## config.mk

```make
export PLATFORM = sky130hd
export DESIGN_NAME = kfce_result_store
export DESIGN_NICKNAME = d
export VERILOG_FILES = /design/src/kfce_pkg.sv /design/src/kfce_result_store.sv
export SDC_FILE = /design/constraint.sdc
export NUM_CORES = 2
export LEC_CHECK = 0
export BUFFER_PORTS_ARGS = -buffer_cell sky130_fd_sc_hd__clkbuf_2
export CAP_MARGIN = 20
export CORE_AREA = 2 2 494 496
export DETAILED_ROUTE_END_ITERATION = 10
export DIE_AREA = 0 0 496 498
export PLACE_DENSITY = 0.73
export SLEW_MARGIN = 25
export SYNTH_ARGS = -nofsm -noshare
export SYNTH_HDL_FRONTEND = slang
export SYNTH_SLANG_ARGS = --single-unit
export TNS_END_PERCENT = 10
```

## constraint.sdc

```tcl
create_clock -name clk -period 12.21 [get_ports clk]
set_input_delay 1.8315 -clock clk [delete_from_list [all_inputs] [get_ports clk]]
set_output_delay 1.8315 -clock clk [all_outputs]
set_load 0.005 [all_outputs]
```

## src/kfce_pkg.sv

```systemverilog
// Package of the k-feasible cut enumerator: shared leaf, cut and payload types,
// operation and register codes, and the sequencer state type. No dependencies.
`default_nettype none

package kfce_pkg;

  localparam int MAX_LEAVES = 6;
  localparam int ID_W       = 16;
  localparam int LCNT_W     = 3;

  typedef logic [ID_W-1:0]             leaf_id_t;
  typedef leaf_id_t [MAX_LEAVES-1:0]   leaf_set_t;
  typedef logic [LCNT_W-1:0]           leaf_cnt_t;

  localparam logic [1:0] OP_LOAD_LEFT  = 2'd0;
  localparam logic [1:0] OP_LOAD_RIGHT = 2'd1;
  localparam logic [1:0] OP_COMPUTE    = 2'd2;

  localparam logic [1:0] CFG_CUT_SIZE_LIMIT = 2'd0;
  localparam logic [1:0] CFG_MAX_CUTS       = 2'd1;

  typedef struct packed {
    logic [1:0]  operation;
    logic [2:0]  leaf_count;
    logic [15:0] leaf_a;
    logic [15:0] leaf_b;
    logic [15:0] leaf_c;
    logic [15:0] leaf_d;
    logic [15:0] leaf_e;
    logic [15:0] leaf_f;
    logic [15:0] node_id;
  } item_t;

  typedef struct packed {
    logic [2:0]  out_count;
    logic [15:0] out_a;
    logic [15:0] out_b;
    logic [15:0] out_c;
    logic [15:0] out_d;
    logic [15:0] out_e;
    logic [15:0] out_f;
    logic        last_cut;
    logic        saturated;
  } cut_t;

  typedef struct packed {
    leaf_cnt_t size;
    leaf_set_t leaves;
  } cut_entry_t;

  typedef struct packed {
    logic       en;
    cut_entry_t entry;
  } store_wr_t;

  typedef enum logic [1:0] {
    M_EQUAL,
    M_SUBSET,
    M_MERGE
  } unite_mode_t;

  typedef enum logic [3:0] {
    S_IDLE,
    S_SCAN_L,
    S_SCAN_R,
    S_PHASE,
    S_SETUP,
    S_CHECK,
    S_UNITE,
    S_FILTER,
    S_PRUNE,
    S_APPEND,
    S_NEXT,
    S_EMIT
  } state_t;

endpackage

`default_nettype wire

```

## src/kfce_result_store.sv

```systemverilog
// Result cut list of the node under work: one write and one read address.
// Depends on kfce_pkg for the cut entry and write types.
`default_nettype none

module kfce_result_store import kfce_pkg::*; #(
  parameter int MAX_CUTS = 32,
  localparam int IDX_W = $clog2(MAX_CUTS)
) (
  input  logic             clk,
  input  store_wr_t        wr,
  input  logic [IDX_W-1:0] wr_addr,
  input  logic [IDX_W-1:0] rd_addr,
  output cut_entry_t       rd_entry
);

  cut_entry_t mem [MAX_CUTS];

  always_ff @(posedge clk) begin
    if (wr.en) begin
      mem[wr_addr] <= wr.entry;
    end
  end

  assign rd_entry = mem[rd_addr];

endmodule

`default_nettype wire

```

==> run_results.csv <==
group,metric,value,unit
status,outcome,"finished, final reports clean",
cts,tritoncts,"done",
final_layout,drive_gt1_share,18.9,%
timing,finalCriticalPeriod,7.86,ns
power_and_ir_drop,powerDensity,167,mW/mm^2
route,vias,60400,
yosys,synthArstFlopShare,0,%
cts,htree_levels,5,
floorplanning,die_w,496,microns
timing,rsz0062_at_grt,"false",
critical_path,critPathMaxFanout,70,
cts,postCtsSetupBuffers,0,
placed_design,dp_hpwl,135000,microns
min_path,min_path_type,"in2reg",
timing,setup_tns,0,ns
power_and_ir_drop,ir_drop,141,uV
power_and_ir_drop,power_leakage,43.9,nW
floorplanning,fp.coreArea,0.242,sq mm
timing,slew_headroom,25.1,%
yosys,postSynthCellCount,5693,
floorplanning,start_util,49.8,%
cts,clock_sinks,3168,
cts,cts_hold_buf,0,
final_layout,stdcell_count,9436,
cts,cts_buffers,316,
final_layout,reg_top3,"mem (3168)",
final_layout,fin_nets,6102,
timing,timing.final.hold_violations,0,
critical_path,start_kind,"input port",
placed_design,dp_slack,4.37,ns
yosys,synth_area_per_cell,21.1,sq um
floorplanning,std_cell_rows,181,
placed_design,numPortBuffers,209,
placed_design,dp.cells,8872,
route,drtIter0Drc,8663,
critical_path,setup.worst_path.end_class,"primary output",
critical_path,crit_arrival,6.02,ns
yosys,synth_top_area_share,79.1,%
grt,track_usage,24.2,%
route,via_per_inst,6.41,
yosys,yosys-top-cells-area,"edfxtp_1 79%, mux4_2 7.4%, mux2i_1 6.6%, a22oi_1 3.2%, nand3_1 0.82%",
yosys,ys_seq_area_share,79.1,%
yosys,synthTopCellsByCount,"3168 x edfxtp_1, 790 x mux2i_1, 517 x a22oi_1",
critical_path,crit_top_cell,"buf_4",
yosys,syn_area,0.120,sq mm
timing,min_period_over_period,64.3,%
timing,fmax,127,MHz
critical_path,slowest_delay,0.86,ns
grt,overflow,0,
timing,fin_hold_ws,1.48,ns
grt,grt_pass1_vias,59900,
timing,setup_viol,0,
final_layout,largest-register,"mem",
cts,cts_buffer_depth,4,
yosys,synth.largest_area_cell,"edfxtp_1",
critical_path,crit_slowest_cell,"buf_4",
route,drc,0,
yosys,synth_ff_type,"edfxtp_1",
grt,grt_start_max_net_pins,138,
grt,antenna_found_initial,41,
floorplanning,die_area,0.247,sq mm
run,drv_cap,0,
final_layout,synthToLayoutAreaGrowth,12.5,%
final_layout,largest_reg_flops,3168,
route,ant_nets,0,
critical_path,required,10.38,ns
timing,setup_ws,4.35,ns
timing,drv_slew,0,
cts,cts_root_buf,"clkbuf_16",
yosys,synth_edf_count,3168,
critical_path,path_cells,"buf_8 > buf_4 > buf_4 > buf_4 > mux4_2 > a22o_1 > a31oi_1 > nand3_1 > clkbuf_2",
cts,cts.clk_slew.worst_paths,0.06,ns
route,firstDrtPassIters,6,
yosys,yosysMostFrequentCell,"edfxtp_1",
placed_design,place.gp.congestion,0.745,
timing,tightest_slew,1.12,ns
critical_path,path_class,"in2out",
yosys,synth_seq_cells,3168,
route,wl_per_cell,32.1,microns
yosys,synth_nets,5804,
yosys,ys.warnings.count,0,
yosys,synth_cell_type_count,36,
floorplanning,ios,210,
cts,post_cts_resized,0,
grt,grt_pass1_wl,427000,microns
floorplanning,die_y,498,microns
route,drt-total-wl,302000,microns
-- cells by family after synthesis --
family	count (synthesis)	synth area share, %
and+or+nand+nor	367	1.56
DFF	3168	79.1
muxes	1188	14.0
AOI/OAI and AO/OA	644	3.97
buffers and inverters	326	1.40
-- stage by stage --
stage	total power, mW	area [sq um]	utilization (%)
2_1_floorplan	13.0	120000	-
3_3_place_gp	13.4	125000	51.8
3_5_place_dp	13.4	125000	51.8
4_1_cts	22.7	135000	55.9
5_1_grt	23.2	135000	55.9
6_report	22.6	135000	56.0
-- placed cells by master (no fill, tap or decap), types with 2 or more instances in the layout --
cell type	instances
edfxtp_1	3168
clkinvlp_4	3
clkbuf_2	205
clkbuf_16	322
buf_6	3
clkinv_1	73
clkinv_2	37
a21oi_1	23
clkinv_4	2
nor3_1	2
a22oi_1	517
bufinv_16	34
nand4_1	48
a22o_1	50
nor2_1	4
buf_16	5
or3b_2	2
nand3_1	198
nand3b_1	5
nor2_2	5
and2_4	2
a31oi_1	50
nor2b_1	5
clkbuf_1	60
diode_2	22
nor2b_2	2
buf_12	35
buf_4	55
nor3_2	2
nor2b_4	9
inv_6	8
buf_8	2
and2_1	5
and2_2	2
nor2_4	38
mux4_2	397
mux2i_1	790
nand2_1	31
-- per-layer routing --
metal	part of all wire [%]	up-vias	track usage [%]	wire length (microns)
li1	-	24600	-	-
met1	38	31800	34.0	116000
met2	48	3544	37.8	144000
met3	11	543	6.02	34400
met4	2.5	24	7.07	7620
met5	0.048	-	0	146
-- final cells by class --
cell class              instances  area [sq um]
diodes                         22          55.1
clock buffers                 382          8280
clock inverters               157          1600
fillers                     17500        107000
inverters                       1          3.75
multi-input cells            2199         23900
flip-flops and latches       3168         95100
well taps                    3202          4010
repair buffers                305          2340
-- critical path: cells and delay by family --
family / cells / cell delay, ns
AND/OR/NAND/NOR: 1 / 0.17
AO/OA/AOI/OAI: 2 / 0.45
buffers and inverters: 5 / 2.98
multiplexers: 1 / 0.41
-- where the power goes --
part | internal [mW] | switching, mW | leakage (nW)
registers | 12.1 | 0.0293 | 28.5
logic | 0.365 | 0.704 | 10.6
clock network | 5.52 | 3.91 | 4.83
-- worst paths after layout --
| check | from | end | slack, ns | depth (start not counted) |
|---|---|---|---|---|
| min | wr[84] | mem[23][84]$_DFFE_PP_ | 1.48 | 1 |
| max | rd_addr[2] | rd_entry[20] | 4.35 | 9 |
Power figures use the tool's default switching activity.
