## config.mk

```make
export PLATFORM = sky130hd
export DESIGN_NAME = kfce_fanin_store
export DESIGN_NICKNAME = d
export VERILOG_FILES = /design/src/kfce_pkg.sv /design/src/kfce_fanin_store.sv
export SDC_FILE = /design/constraint.sdc
export NUM_CORES = 2
export LEC_CHECK = 0
export BUFFER_PORTS_ARGS = -buffer_cell sky130_fd_sc_hd__buf_2
export CAP_MARGIN = 20
export CORE_AREA = 2 2 464 581
export CTS_CLUSTER_DIAMETER = 100
export DETAILED_ROUTE_END_ITERATION = 10
export DIE_AREA = 0 0 466 583
export PLACE_DENSITY = 0.61
export REMOVE_ABC_BUFFERS = 1
export SLEW_MARGIN = 25
export SYNTH_ARGS = -nofsm -noshare
export SYNTH_HDL_FRONTEND = slang
export SYNTH_SLANG_ARGS = --single-unit
```

## constraint.sdc

```tcl
create_clock -name clk -period 8.85 [get_ports clk]
set_input_delay 0.4425 -clock clk [delete_from_list [all_inputs] [get_ports clk]]
set_output_delay 0.4425 -clock clk [all_outputs]
set_load 0.005 [all_outputs]
```

## src/kfce_pkg.sv

```systemverilog
// Package of the k-feasible cut enumerator: shared leaf, cut and payload types,
// operation and register codes, and the sequencer state type. No dependencies.
`default_nettype none

package kfce_pkg;

  localparam int MAX_LEAVES = 6;
  localparam int ID_W       = 16;
  localparam int LCNT_W     = 3;

  typedef logic [ID_W-1:0]             leaf_id_t;
  typedef leaf_id_t [MAX_LEAVES-1:0]   leaf_set_t;
  typedef logic [LCNT_W-1:0]           leaf_cnt_t;

  localparam logic [1:0] OP_LOAD_LEFT  = 2'd0;
  localparam logic [1:0] OP_LOAD_RIGHT = 2'd1;
  localparam logic [1:0] OP_COMPUTE    = 2'd2;

  localparam logic [1:0] CFG_CUT_SIZE_LIMIT = 2'd0;
  localparam logic [1:0] CFG_MAX_CUTS       = 2'd1;

  typedef struct packed {
    logic [1:0]  operation;
    logic [2:0]  leaf_count;
    logic [15:0] leaf_a;
    logic [15:0] leaf_b;
    logic [15:0] leaf_c;
    logic [15:0] leaf_d;
    logic [15:0] leaf_e;
    logic [15:0] leaf_f;
    logic [15:0] node_id;
  } item_t;

  typedef struct packed {
    logic [2:0]  out_count;
    logic [15:0] out_a;
    logic [15:0] out_b;
    logic [15:0] out_c;
    logic [15:0] out_d;
    logic [15:0] out_e;
    logic [15:0] out_f;
    logic        last_cut;
    logic        saturated;
  } cut_t;

  typedef struct packed {
    leaf_cnt_t size;
    leaf_set_t leaves;
  } cut_entry_t;

  typedef struct packed {
    logic       en;
    cut_entry_t entry;
  } store_wr_t;

  typedef enum logic [1:0] {
    M_EQUAL,
    M_SUBSET,
    M_MERGE
  } unite_mode_t;

  typedef enum logic [3:0] {
    S_IDLE,
    S_SCAN_L,
    S_SCAN_R,
    S_PHASE,
    S_SETUP,
    S_CHECK,
    S_UNITE,
    S_FILTER,
    S_PRUNE,
    S_APPEND,
    S_NEXT,
    S_EMIT
  } state_t;

endpackage

`default_nettype wire

```

## src/kfce_fanin_store.sv

```systemverilog
// Fanin cut list: appends loaded cuts at its fill count, one read port.
// Depends on kfce_pkg for the cut entry and write types.
`default_nettype none

module kfce_fanin_store import kfce_pkg::*; #(
  parameter int MAX_CUTS = 32,
  localparam int IDX_W = $clog2(MAX_CUTS),
  localparam int CNT_W = $clog2(MAX_CUTS + 1)
) (
  input  logic             clk,
  input  logic             rst,
  input  store_wr_t        wr,
  input  logic             clear,
  input  logic [IDX_W-1:0] rd_addr,
  output cut_entry_t       rd_entry,
  output logic [CNT_W-1:0] fill
);

  cut_entry_t mem [MAX_CUTS];
  logic       room;

  assign room = (fill < CNT_W'(MAX_CUTS));

  always_ff @(posedge clk) begin
    if (rst) begin
      fill <= '0;
    end else if (clear) begin
      fill <= '0;
    end else if (wr.en && room) begin
      fill <= fill + 1'b1;
    end
  end

  always_ff @(posedge clk) begin
    if (wr.en && room) begin
      mem[fill[IDX_W-1:0]] <= wr.entry;
    end
  end

  assign rd_entry = mem[rd_addr];

endmodule

`default_nettype wire

```

==> impl_metrics.csv <==
group,metric,value,unit
sta,setup_violations,0,
worst_setup_path,endpoint_kind,"output port",
yosys,syn_inst,5026,
min_path,hold_class,"input pin to register",
sta,tightest_slew,1291,ps
sta,rsz0062_at_grt,"false",
placement,place.port_buffers,212,
power_and_ir_drop,power_density,227.1,mW/mm^2
yosys,synth_warnings,0,
detailed_routing,routed_wl,303.6,mm
min_path,hold_end,"mem[16][44]$_DFFE_PP_",
worst_setup_path,crit_type,"input pin to output port",
yosys,syn-cell-area,0.1191,sq mm
power_and_ir_drop,power_leakage,0.04153,uW
cts,root_buffer,"clkbuf_16",
detailed_routing,viasPerCell,6.125,
floorplan,initial_core_util,44.76,%
sta,max_freq,0.2097,GHz
yosys,synth-seq-area-share,79.99,%
yosys,synth_cell_types,41,
cts,holdBufCountCts,2,
min_path,min_from,"wr[44]",
floorplan,die_width,466,um
worst_setup_path,r2r_end,"mem[21][40]$_DFFE_PP_",
global_route,grt_start_max_net_pins,116,
run_status,run_status,"completed",
min_path,holdPathStages,1,
sta,period_share,53.89,%
worst_setup_path,r2r-start,"fill[5]$_SDFFE_PP0P_",
placement,routabilityCongestion,0.7239,
sta,hold_viol_final,0,
detailed_routing,drt_iter0_drc,6896,
worst_setup_path,crit_arrival,4330,ps
floorplan,die_h,583,um
cts,clock-sinks,3174,
finish,finalNetCount,5509,
detailed_routing,first_pass_iters,7,
floorplan,die_area,0.2717,sq mm
global_route,grt_pass1_wl,428.6,mm
floorplan,ios,213,
detailed_routing,vias,56100,
global_route,grt_use_total,22.18,%
worst_setup_path,crit_required,8410,ps
sta,fin_tns_setup,0,ps
floorplan,core_area,0.2661,sq mm
cts,clock_path_buffers,4,
worst_setup_path,r2r_cells,5,
global_route,antenna_found_initial,48,
cts,htreeDepth,5,
power_and_ir_drop,peakVddDrop,0.0001645,V
worst_setup_path,r2r_slack,4990,ps
cts,numCtsBuffers,305,
run,maxCapViolations,0,
placement,post_dp_cell_area,0.1244,sq mm
cts,cts_tree,"done",
finish,drive_gt1_share,27.05,%
detailed_routing,ant_nets,0,
finish,final_cell_area,0.1340,sq mm
cts,ctsResizeCount,0,
finish,syn2layout_area_growth,12.52,%
yosys,avgSynthCellArea,23.69,sq um
floorplan,std_cell_rows,212,
cts,cts_setup_buffers,0,
yosys,synth-seq-cells,3174,
cts,clkTransAtPathRegs,60,ps
sta,min_period,4769,ps
worst_setup_path,path_max_fanout,37,
worst_setup_path,start_kind,"input pin",
global_route,grt_pass1_vias,57540,
global_route,grt-ovfl-total,0,
detailed_routing,post_drt_wl_per_cell,33.14,um
finish,fillers,20680,
sta,maxSlewViolCount,0,
sta,fin_skew,25.14,ps
placement,hpwl,143.1,mm
cts,clk_latency,830,ps
detailed_routing,drc_errors,0,
sta,slew_headroom,13.16,%
-- sequential cells by signal (all words and copies together), names as in the netlist --
signal,cells
fill,6
mem,3168
-- critical path, stage by stage --
cell and delay, ps:
buf_2 370, buf_4 440, and2_1 460, nand2b_4 400
buf_4 660, o22ai_1 150, nor4_1 1010, buf_2 280
-- layer usage --
layer | routed length [um] | vias to the layer above | global-route usage (%)
li1 | - | 22520 | -
met1 | 121900 | 30710 | 31.11
met2 | 150900 | 2377 | 36.46
met4 | 6279 | 30 | 5.222
met3 | 24320 | 463 | 3.804
met5 | 178 | - | 0
-- Yosys cell counts --
cell type | count | area [sq um]
a221oi_1 | 7 | 61.31
edfxtp_1 | 3168 | 95130
nand3_1 | 37 | 185.2
and3_1 | 1 | 6.260
or3_1 | 3 | 18.77
a211oi_1 | 2 | 15.01
inv_1 | 2 | 7.510
ha_1 | 4 | 50.05
buf_4 | 27 | 202.7
or3b_1 | 1 | 8.760
clkbuf_1 | 55 | 206.5
xor2_1 | 2 | 17.52
a21o_1 | 4 | 30.03
nor3_1 | 13 | 65.06
o22ai_1 | 328 | 2052
or3b_2 | 1 | 8.760
and2_1 | 5 | 31.28
o21ba_2 | 1 | 10.01
nor2b_1 | 6 | 37.54
nand2_1 | 22 | 82.58
or2_2 | 2 | 12.51
nor4_1 | 81 | 506.7
nor2_1 | 35 | 131.4
a21oi_1 | 13 | 65.06
buf_8 | 6 | 90.09
nor2b_2 | 1 | 8.760
dfxtp_1 | 6 | 120.1
a21boi_0 | 2 | 15.01
mux4_2 | 708 | 15950
and2b_1 | 2 | 15.01
nand4_1 | 16 | 100.1
buf_6 | 56 | 630.6
a22oi_1 | 89 | 668.1
buf_1 | 6 | 22.52
xnor2_1 | 1 | 8.760
buf_12 | 2 | 40.04
buf_2 | 128 | 640.6
mux4_1 | 2 | 52.55
mux2i_1 | 170 | 1702
nand2b_1 | 7 | 43.79
nand3b_1 | 4 | 30.03
-- report_power, final --
group	internal, uW	switching (uW)	leakage (uW)
Combinational	474	793	0.00830
Sequential	16600	10.6	0.0286
Clock	7170	5400	0.00464
Total	24200	6210	0.0415
-- cell families after synthesis --
kind of cell               synth area share (%)
DFF                                       79.99
muxes                                     14.86
AOI/OAI and AO/OA                         2.449
buffers and inverters                     1.546
and+or+nand+nor                           1.085
adders and majority gates               0.04203
xor gates and xnor gates                0.02207
-- per-stage QoR --
| stage | util (%) | setup WS [ps] | total power, uW | cells | hold slack (ps) |
|---|---|---|---|---|---|
| 3_5_place_dp | 46.76 | 4073 | 18200 | 8617 | 591.0 |
| 2_1_floorplan | - | 157.8 | 17450 | 4746 | 541.4 |
| 4_1_cts | 50.33 | 4081 | 30680 | 9148 | 11.37 |
| 5_1_grt | 50.36 | 4163 | 31280 | 9154 | 69.04 |
| 6_report | 50.36 | 4081 | 30430 | 9159 | 74.00 |
| 3_3_place_gp | 46.72 | 4071 | 18170 | 8614 | 591.0 |
-- layout by cell type (no fill, tap or decap), types with 11 or more instances in the layout --
cell type,Yosys,final
a21oi_1,13,13
a22oi_1,89,89
buf_12,2,26
buf_2,128,209
buf_4,27,97
bufinv_16,0,19
clkbuf_1,55,62
clkbuf_16,0,322
clkinv_1,0,62
clkinv_2,0,51
edfxtp_1,3168,3168
mux2i_1,170,170
mux4_2,708,708
nand2_1,22,16
nand3_1,37,37
nand4_1,16,16
nor2_1,35,13
nor2_4,0,21
nor3_2,0,11
nor4_1,81,70
nor4_2,0,11
o22ai_1,328,328
-- worst max path at each step --
stage	startpoint	depth (start not counted)	endpoint
3_3_place_gp	rd_addr[0]	7	rd_entry[24]
3_5_place_dp	rd_addr[0]	7	rd_entry[32]
4_1_cts	rd_addr[0]	7	rd_entry[32]
5_1_grt	rd_addr[3]	8	rd_entry[19]
2_1_floorplan	wr[99]	4	mem[3][0]$_DFFE_PP_
6_report	rd_addr[3]	8	rd_entry[19]
-- layout make-up --
| cell class | count | area [sq um] | share of cell area (%) |
|---|---|---|---|
| sequential | 3174 | 95250 | 71.09 |
| multi-input combinational | 1570 | 22340 | 16.67 |
| clock buffer | 384 | 8290 | 6.187 |
| tap | 3531 | 4418 | 3.297 |
| timing repair buffer | 344 | 2487 | 1.856 |
| clock inverter | 145 | 1175 | 0.8768 |
| antenna | 9 | 22.52 | 0.01681 |
| inverter | 2 | 7.507 | 0.005603 |
Note: power is estimated with default switching activity, not from simulation.
