## src/kfce_pkg.sv

```systemverilog
// Package of the k-feasible cut enumerator: shared leaf, cut and payload types,
// operation and register codes, and the sequencer state type. No dependencies.
`default_nettype none

package kfce_pkg;

  localparam int MAX_LEAVES = 6;
  localparam int ID_W       = 16;
  localparam int LCNT_W     = 3;

  typedef logic [ID_W-1:0]             leaf_id_t;
  typedef leaf_id_t [MAX_LEAVES-1:0]   leaf_set_t;
  typedef logic [LCNT_W-1:0]           leaf_cnt_t;

  localparam logic [1:0] OP_LOAD_LEFT  = 2'd0;
  localparam logic [1:0] OP_LOAD_RIGHT = 2'd1;
  localparam logic [1:0] OP_COMPUTE    = 2'd2;

  localparam logic [1:0] CFG_CUT_SIZE_LIMIT = 2'd0;
  localparam logic [1:0] CFG_MAX_CUTS       = 2'd1;

  typedef struct packed {
    logic [1:0]  operation;
    logic [2:0]  leaf_count;
    logic [15:0] leaf_a;
    logic [15:0] leaf_b;
    logic [15:0] leaf_c;
    logic [15:0] leaf_d;
    logic [15:0] leaf_e;
    logic [15:0] leaf_f;
    logic [15:0] node_id;
  } item_t;

  typedef struct packed {
    logic [2:0]  out_count;
    logic [15:0] out_a;
    logic [15:0] out_b;
    logic [15:0] out_c;
    logic [15:0] out_d;
    logic [15:0] out_e;
    logic [15:0] out_f;
    logic        last_cut;
    logic        saturated;
  } cut_t;

  typedef struct packed {
    leaf_cnt_t size;
    leaf_set_t leaves;
  } cut_entry_t;

  typedef struct packed {
    logic       en;
    cut_entry_t entry;
  } store_wr_t;

  typedef enum logic [1:0] {
    M_EQUAL,
    M_SUBSET,
    M_MERGE
  } unite_mode_t;

  typedef enum logic [3:0] {
    S_IDLE,
    S_SCAN_L,
    S_SCAN_R,
    S_PHASE,
    S_SETUP,
    S_CHECK,
    S_UNITE,
    S_FILTER,
    S_PRUNE,
    S_APPEND,
    S_NEXT,
    S_EMIT
  } state_t;

endpackage

`default_nettype wire

```

## src/kfce_subset_unit.sv

```systemverilog
// Shared containment unit: tells whether every leaf of one cut occurs in another.
// Depends on kfce_pkg for the leaf set and count types.
`default_nettype none

module kfce_subset_unit import kfce_pkg::*; (
  input  leaf_set_t sub_set,
  input  leaf_cnt_t sub_cnt,
  input  leaf_set_t sup_set,
  input  leaf_cnt_t sup_cnt,
  output logic      contained
);

  always_comb begin
    logic found;
    contained = 1'b1;
    for (int i = 0; i < MAX_LEAVES; i++) begin
      found = 1'b0;
      for (int j = 0; j < MAX_LEAVES; j++) begin
        if (j < int'(sup_cnt) && sub_set[i] == sup_set[j]) begin
          found = 1'b1;
        end
      end
      if (i < int'(sub_cnt) && !found) begin
        contained = 1'b0;
      end
    end
  end

endmodule

`default_nettype wire

```

## config.mk

```make
export PLATFORM = sky130hd
export DESIGN_NAME = kfce_subset_unit
export DESIGN_NICKNAME = d
export VERILOG_FILES = /design/src/kfce_pkg.sv /design/src/kfce_subset_unit.sv
export SDC_FILE = /design/constraint.sdc
export NUM_CORES = 1
export LEC_CHECK = 0
export ABC_AREA = 1
export BUFFER_PORTS_ARGS = -buffer_cell sky130_fd_sc_hd__buf_2
export CAP_MARGIN = 20
export CORE_MARGIN = 2
export CORE_UTILIZATION = 58
export DETAILED_ROUTE_END_ITERATION = 10
export PLACE_DENSITY = 0.95
export SYNTH_ARGS = -nofsm -noshare
export SYNTH_HDL_FRONTEND = slang
export SYNTH_SLANG_ARGS = --single-unit
```

## constraint.sdc

```tcl
create_clock -name vclk -period 2.33
set_input_delay 0.466 -clock vclk [all_inputs]
set_output_delay 0.466 -clock vclk [all_outputs]
set_load 0.03 [all_outputs]
```

==> summary.md, run 1 <==
| Metric | Value |
|---|---|
| Count of cell types in the netlist | `25` |
| Detail Placement HPWL | `45,200 um` |
| Port Buffers | `199` |
| Tool Error | `[ERROR GRT-0116] Global routing finished with congestion. Check the congestion regions in the DRC Viewer.` |
| Die Ht | `127.7 um` |
| Site Rows | `45` |
| Post-Synthesis Cells | `1,950` |
| Outcome | `aborted with a tool error` |
| Grt ovf | `675` |
| First-pass GRT wire length | `109,500 um` |
| Post-synthesis sequential area ratio | `0%` |
| Global Route Usage Sum | `86.96%` |
| # hold bufs at CTS | `0` |
| Mapped Nets | `2,148` |
| Initial Utilization | `58.81%` |
| Synth warn | `0` |
| I/O Pins | `199` |
| Avg Inst Size Synth | `4.551 um2` |
| Vias in the first global route | `19.05k` |
| Die W | `127.7 um` |
| GP Congestion | `1.659` |
| Post-Syn Area | `8875 um2` |
| Stopped at | `5_1_grt` |
| Largest net degree at the start of global routing | `11` |
==> what timing repair did <==
| item | in CTS |
|---|---|
| resized for setup | 196 |
| setup buffers | 7 |
| endpoints found under the setup margin | 1 |
| pin swaps | 71 |
==> Yosys cell counts (all sizes together) <==
library cell,number,area [um2]
a21oi,28,143.9
buf,112,560.5
clkbuf,32,156.4
clkinv,1,3.750
inv,206,773.2
nand2,866,3251
nand3,82,410.4
nand3b,6,45.04
nand4,57,356.6
nor2,253,949.7
nor3,19,95.09
nor4,1,6.260
o2111ai,5,43.79
o211ai,5,37.54
o21ai,68,340.3
o21bai,1,7.510
o221ai,1,8.760
o22ai,50,312.8
or2,1,6.260
xnor2,81,709.4
xor2,75,656.9
==> per-layer routing <==
layer / track usage [%] / overflow
met3: 73.00 / 9
met4: 94.76 / 188
met2: 105.4 / 461
met1: 80.89 / 14
met5: 46.44 / 3
==> kinds of logic after synthesis <==
logic type	share of synthesized area (%)
buffers and inverters	16.83
AO/OA/AOI/OAI	10.08
XOR/XNOR	15.40
AND/OR/NAND/NOR	57.69
==> metrics by stage <==
stage,area [um2],worst slack (ns),hold slack [ns],cells
4_1_cts,12430,-0.1447,1.372,2514
2_1_floorplan,8875,0.03232,1.124,1950
3_5_place_dp,11880,-0.5678,1.393,2507
3_3_place_gp,11880,-0.4275,1.383,2507
==> run 2, diff against run 1 <==
--- a/config.mk
+++ b/config.mk
@@ -9,9 +9,9 @@
 export BUFFER_PORTS_ARGS = -buffer_cell sky130_fd_sc_hd__buf_2
 export CAP_MARGIN = 20
 export CORE_MARGIN = 2
-export CORE_UTILIZATION = 58
+export CORE_UTILIZATION = 40
 export DETAILED_ROUTE_END_ITERATION = 10
-export PLACE_DENSITY = 0.95
+export PLACE_DENSITY_LB_ADDON = 0.15
 export SYNTH_ARGS = -nofsm -noshare
 export SYNTH_HDL_FRONTEND = slang
 export SYNTH_SLANG_ARGS = --single-unit
==> run 2 against run 1 <==
  * The flow now finishes, with violations (negative setup slack)
  * Synthesized cell count is the same
  * Synthesized area is the same
==> summary.md, run 2 <==
| Metric | Value |
|---|---|
| Leak | `7.598 nW` |
| Worst-path fanout max | `7` |
| Die ar. | `23,390 um2` |
| Power Dens Cells | `220.1 nW/um2` |
| Final period demand of the worst path | `2.668 ns` |
| Peak VDD IR | `0.1201 mV` |
| Utilization after layout | `60.94%` |
| Post-layout total power | `2.927 mW` |
| Critical path capture point type | `primary output` |
| Final Max Tran Viols | `0` |
| # clk buffers | `0` |
| Synth warn | `0 (unchanged)` |
| Synth area leader | `nand2_1 (unchanged)` |
| Post-DP Area | `12,850 um2 (was 11,880 um2)` |
| CP Launch Type | `primary input` |
| Cell Count, Final, Fillers Out | `2,715` |
| Post-Syn Area | `8875 um2 (unchanged)` |
| Vias in the first global route | `14.40k` |
| Max cap viols | `0` |
| Core region area | `21,820 um2` |
| Post-route cell area | `13,300 um2` |
| Share of post-route cells with drive strength above 1 | `29.32%` |
| Initial Utilization | `40.67% (was 58.81%)` |
| Commonest non-fill, non-tap cell in the layout | `nand2_1` |
| Site Rows | `54 (was 45)` |
| Grt ovf | `0` |
| Violated checks | `negative setup slack` |
| RSZ-0062 raised after global routing | `true` |
| Outcome | `finished, violations left (was aborted with a tool error)` |
| Initial antenna violation count | `1` |
| Syn-to-layout area delta | `49.85%` |
| Crit-path slowest cell | `nor2_2` |
| Fin nets | `2,635` |
| Crit path cell chain | `buf_2, inv_1, nand2_1, nand2_1, nor2_2, nand2_1, nor2_1, nand3_2, nand2_1, nor2_1, nand2_2, nand2_1, nand2_1, nand3_2, nor2_4, buf_6` |
| Count of cell types in the netlist | `25 (unchanged)` |
| Top-count cell post-synth | `nand2_1 (unchanged)` |
| Global Route Usage Sum | `50.07%` |
| Yosys top cell area share | `36.63% (unchanged)` |
| Mapped Nets | `2,148 (unchanged)` |
| Hold Slack | `1.359 ns` |
| Max frequency | `374.8 MHz` |
| Critical Path Most Common Cell | `nand2_1` |
| Die Ht | `153.0 um (was 127.7 um)` |
| Worst Max-Slew Pin Slew | `0.6396 ns` |
| # hold bufs at CTS | `0 (unchanged)` |
| Number of instances in the placed design | `2,706 (was 2,507)` |
| Setup Crit Path Kind | `in2out` |
| Avg WL per Cell | `22.42 um` |
| Hold EP | `contained` |
| I/O Pins | `199 (unchanged)` |
| Routed Wire Length | `60,870 um` |
| Worst slew margin relative to its limit | `57.36%` |
| Commonest non-fill, non-tap cells in the layout | `nand2_1 (856), buf_4 (412), nor2_1 (222), buf_2 (186), inv_1 (180)` |
| Number of DRC markers in iteration 0 | `1,969` |
| Hold Path Stages | `5` |
| Post-synthesis sequential area ratio | `0% (unchanged)` |
| Port Buffers | `199 (unchanged)` |
| Final Hold Vio Count | `0` |
| Commonest cells in the netlist | `nand2_1 (866), nor2_1 (253), inv_1 (201) (unchanged)` |
| Antenna violation net count after detailed routing | `0` |
| Post-Synthesis Cells | `1,950 (unchanged)` |
| First-pass GRT wire length | `87,860 um` |
| Final WS setup | `-0.3380 ns` |
| Hold_sp | `sub_cnt[1]` |
| Avg Inst Size Synth | `4.551 um2 (unchanged)` |
| Seq_cells | `0` |
| Largest stage delay, worst path | `0.26 ns` |
| Crit path DAT | `2.20 ns` |
| Critical Path RT | `1.86 ns` |
| Register area | `0 um2` |
| GP Congestion | `1.233 (was 1.659)` |
| First drt pass iteration count | `8` |
| Die W | `153.0 um (was 127.7 um)` |
| Via density | `5.662` |
| Final Setup Violations | `1` |
| Min-Delay Path Class | `in2out` |
| Fin crit share | `114.5%` |
| DR vias | `15.37k` |
| Detail Placement HPWL | `51,950 um (was 45,200 um)` |
| Fill cells | `2,332` |
| Top cells by area, synth | `nand2_1 (37%), nor2_1 (11%), inv_1 (8.5%), xnor2_1 (8.0%), xor2_1 (7.4%) (unchanged)` |
| # diodes | `0` |
| DRC viols | `0` |
| Largest net degree at the start of global routing | `10` |
run 2: cell counts after synthesis:
No cell type changed its count.
run 2: per-stage QoR:
stage | setup TNS (ns) | setup WS [ns]
after detailed placement | -0.5350 | -0.5350
final | -0.3380 | -0.3380
after global placement | -0.5067 | -0.5067
after CTS | -0.2628 | -0.2628
after global routing | -0.3645 | -0.3645
after floorplan | 0 | 0.03232
run 2: worst max-delay path by stage:
stage	from	endpoint	slack (ns)	cells after the start
2_1_floorplan	sup_set[21]	contained	0.03	15
3_3_place_gp	sub_set[21]	contained	-0.51	15
3_5_place_dp	sub_set[16]	contained	-0.54	16
4_1_cts	sub_set[1]	contained	-0.26	17
5_1_grt	sup_set[1]	contained	-0.36	18
6_report	sub_set[6]	contained	-0.34	16
run 2: cell families (layout without fill, tap and decap cells):
family,Yosys count,count (layout),synth area share (%)
AND/OR/NAND/NOR,1285,1285,57.69
XOR/XNOR,156,156,15.40
AO/OA/AOI/OAI,158,158,10.08
buffers and inverters,351,836,16.83
run 2: area by class of cell:
type / instances / area, um2 / share of cell area, %
inverter: 207 / 803.3 / 6.040
tap: 280 / 350.3 / 2.634
timing repair buffer: 629 / 4506 / 33.88
multi-input combinational: 1599 / 7640 / 57.45
run 2: report_power, final:
part	internal (mW)	total (mW)	leakage (nW)	switching, mW
Combinational	1.17	2.93	7.60	1.76
Sequential	0	0	0	0
Clock	0	0	0	0
Total	1.17	2.93	7.60	1.76
run 2: timing repair:
| action | 4_1_cts | 5_1_grt |
|---|---|---|
| setup endpoints to repair | 1 | 1 |
| resized for setup | 66 | 63 |
| pin swaps | 22 | 34 |
| gates cloned | 0 | 0 |
| buffers inserted | 7 | 3 |
run 2: per-layer routing:
metal	global-route usage, %	part of all wire (%)	vias up
met2	78.77	42	1266
met4	43.17	11	0
met3	5.727	12	319
met5	0	0	-
met1	60.65	35	6837
li1	-	-	6949
run 2: critical path: cells and delay by family:
| kind | cells | cell delay (ns) |
|---|---|---|
| AND/OR/NAND/NOR | 13 | 1.27 |
| buffers and inverters | 3 | 0.44 |
No activity file was read; power rests on OpenSTA's default activity.
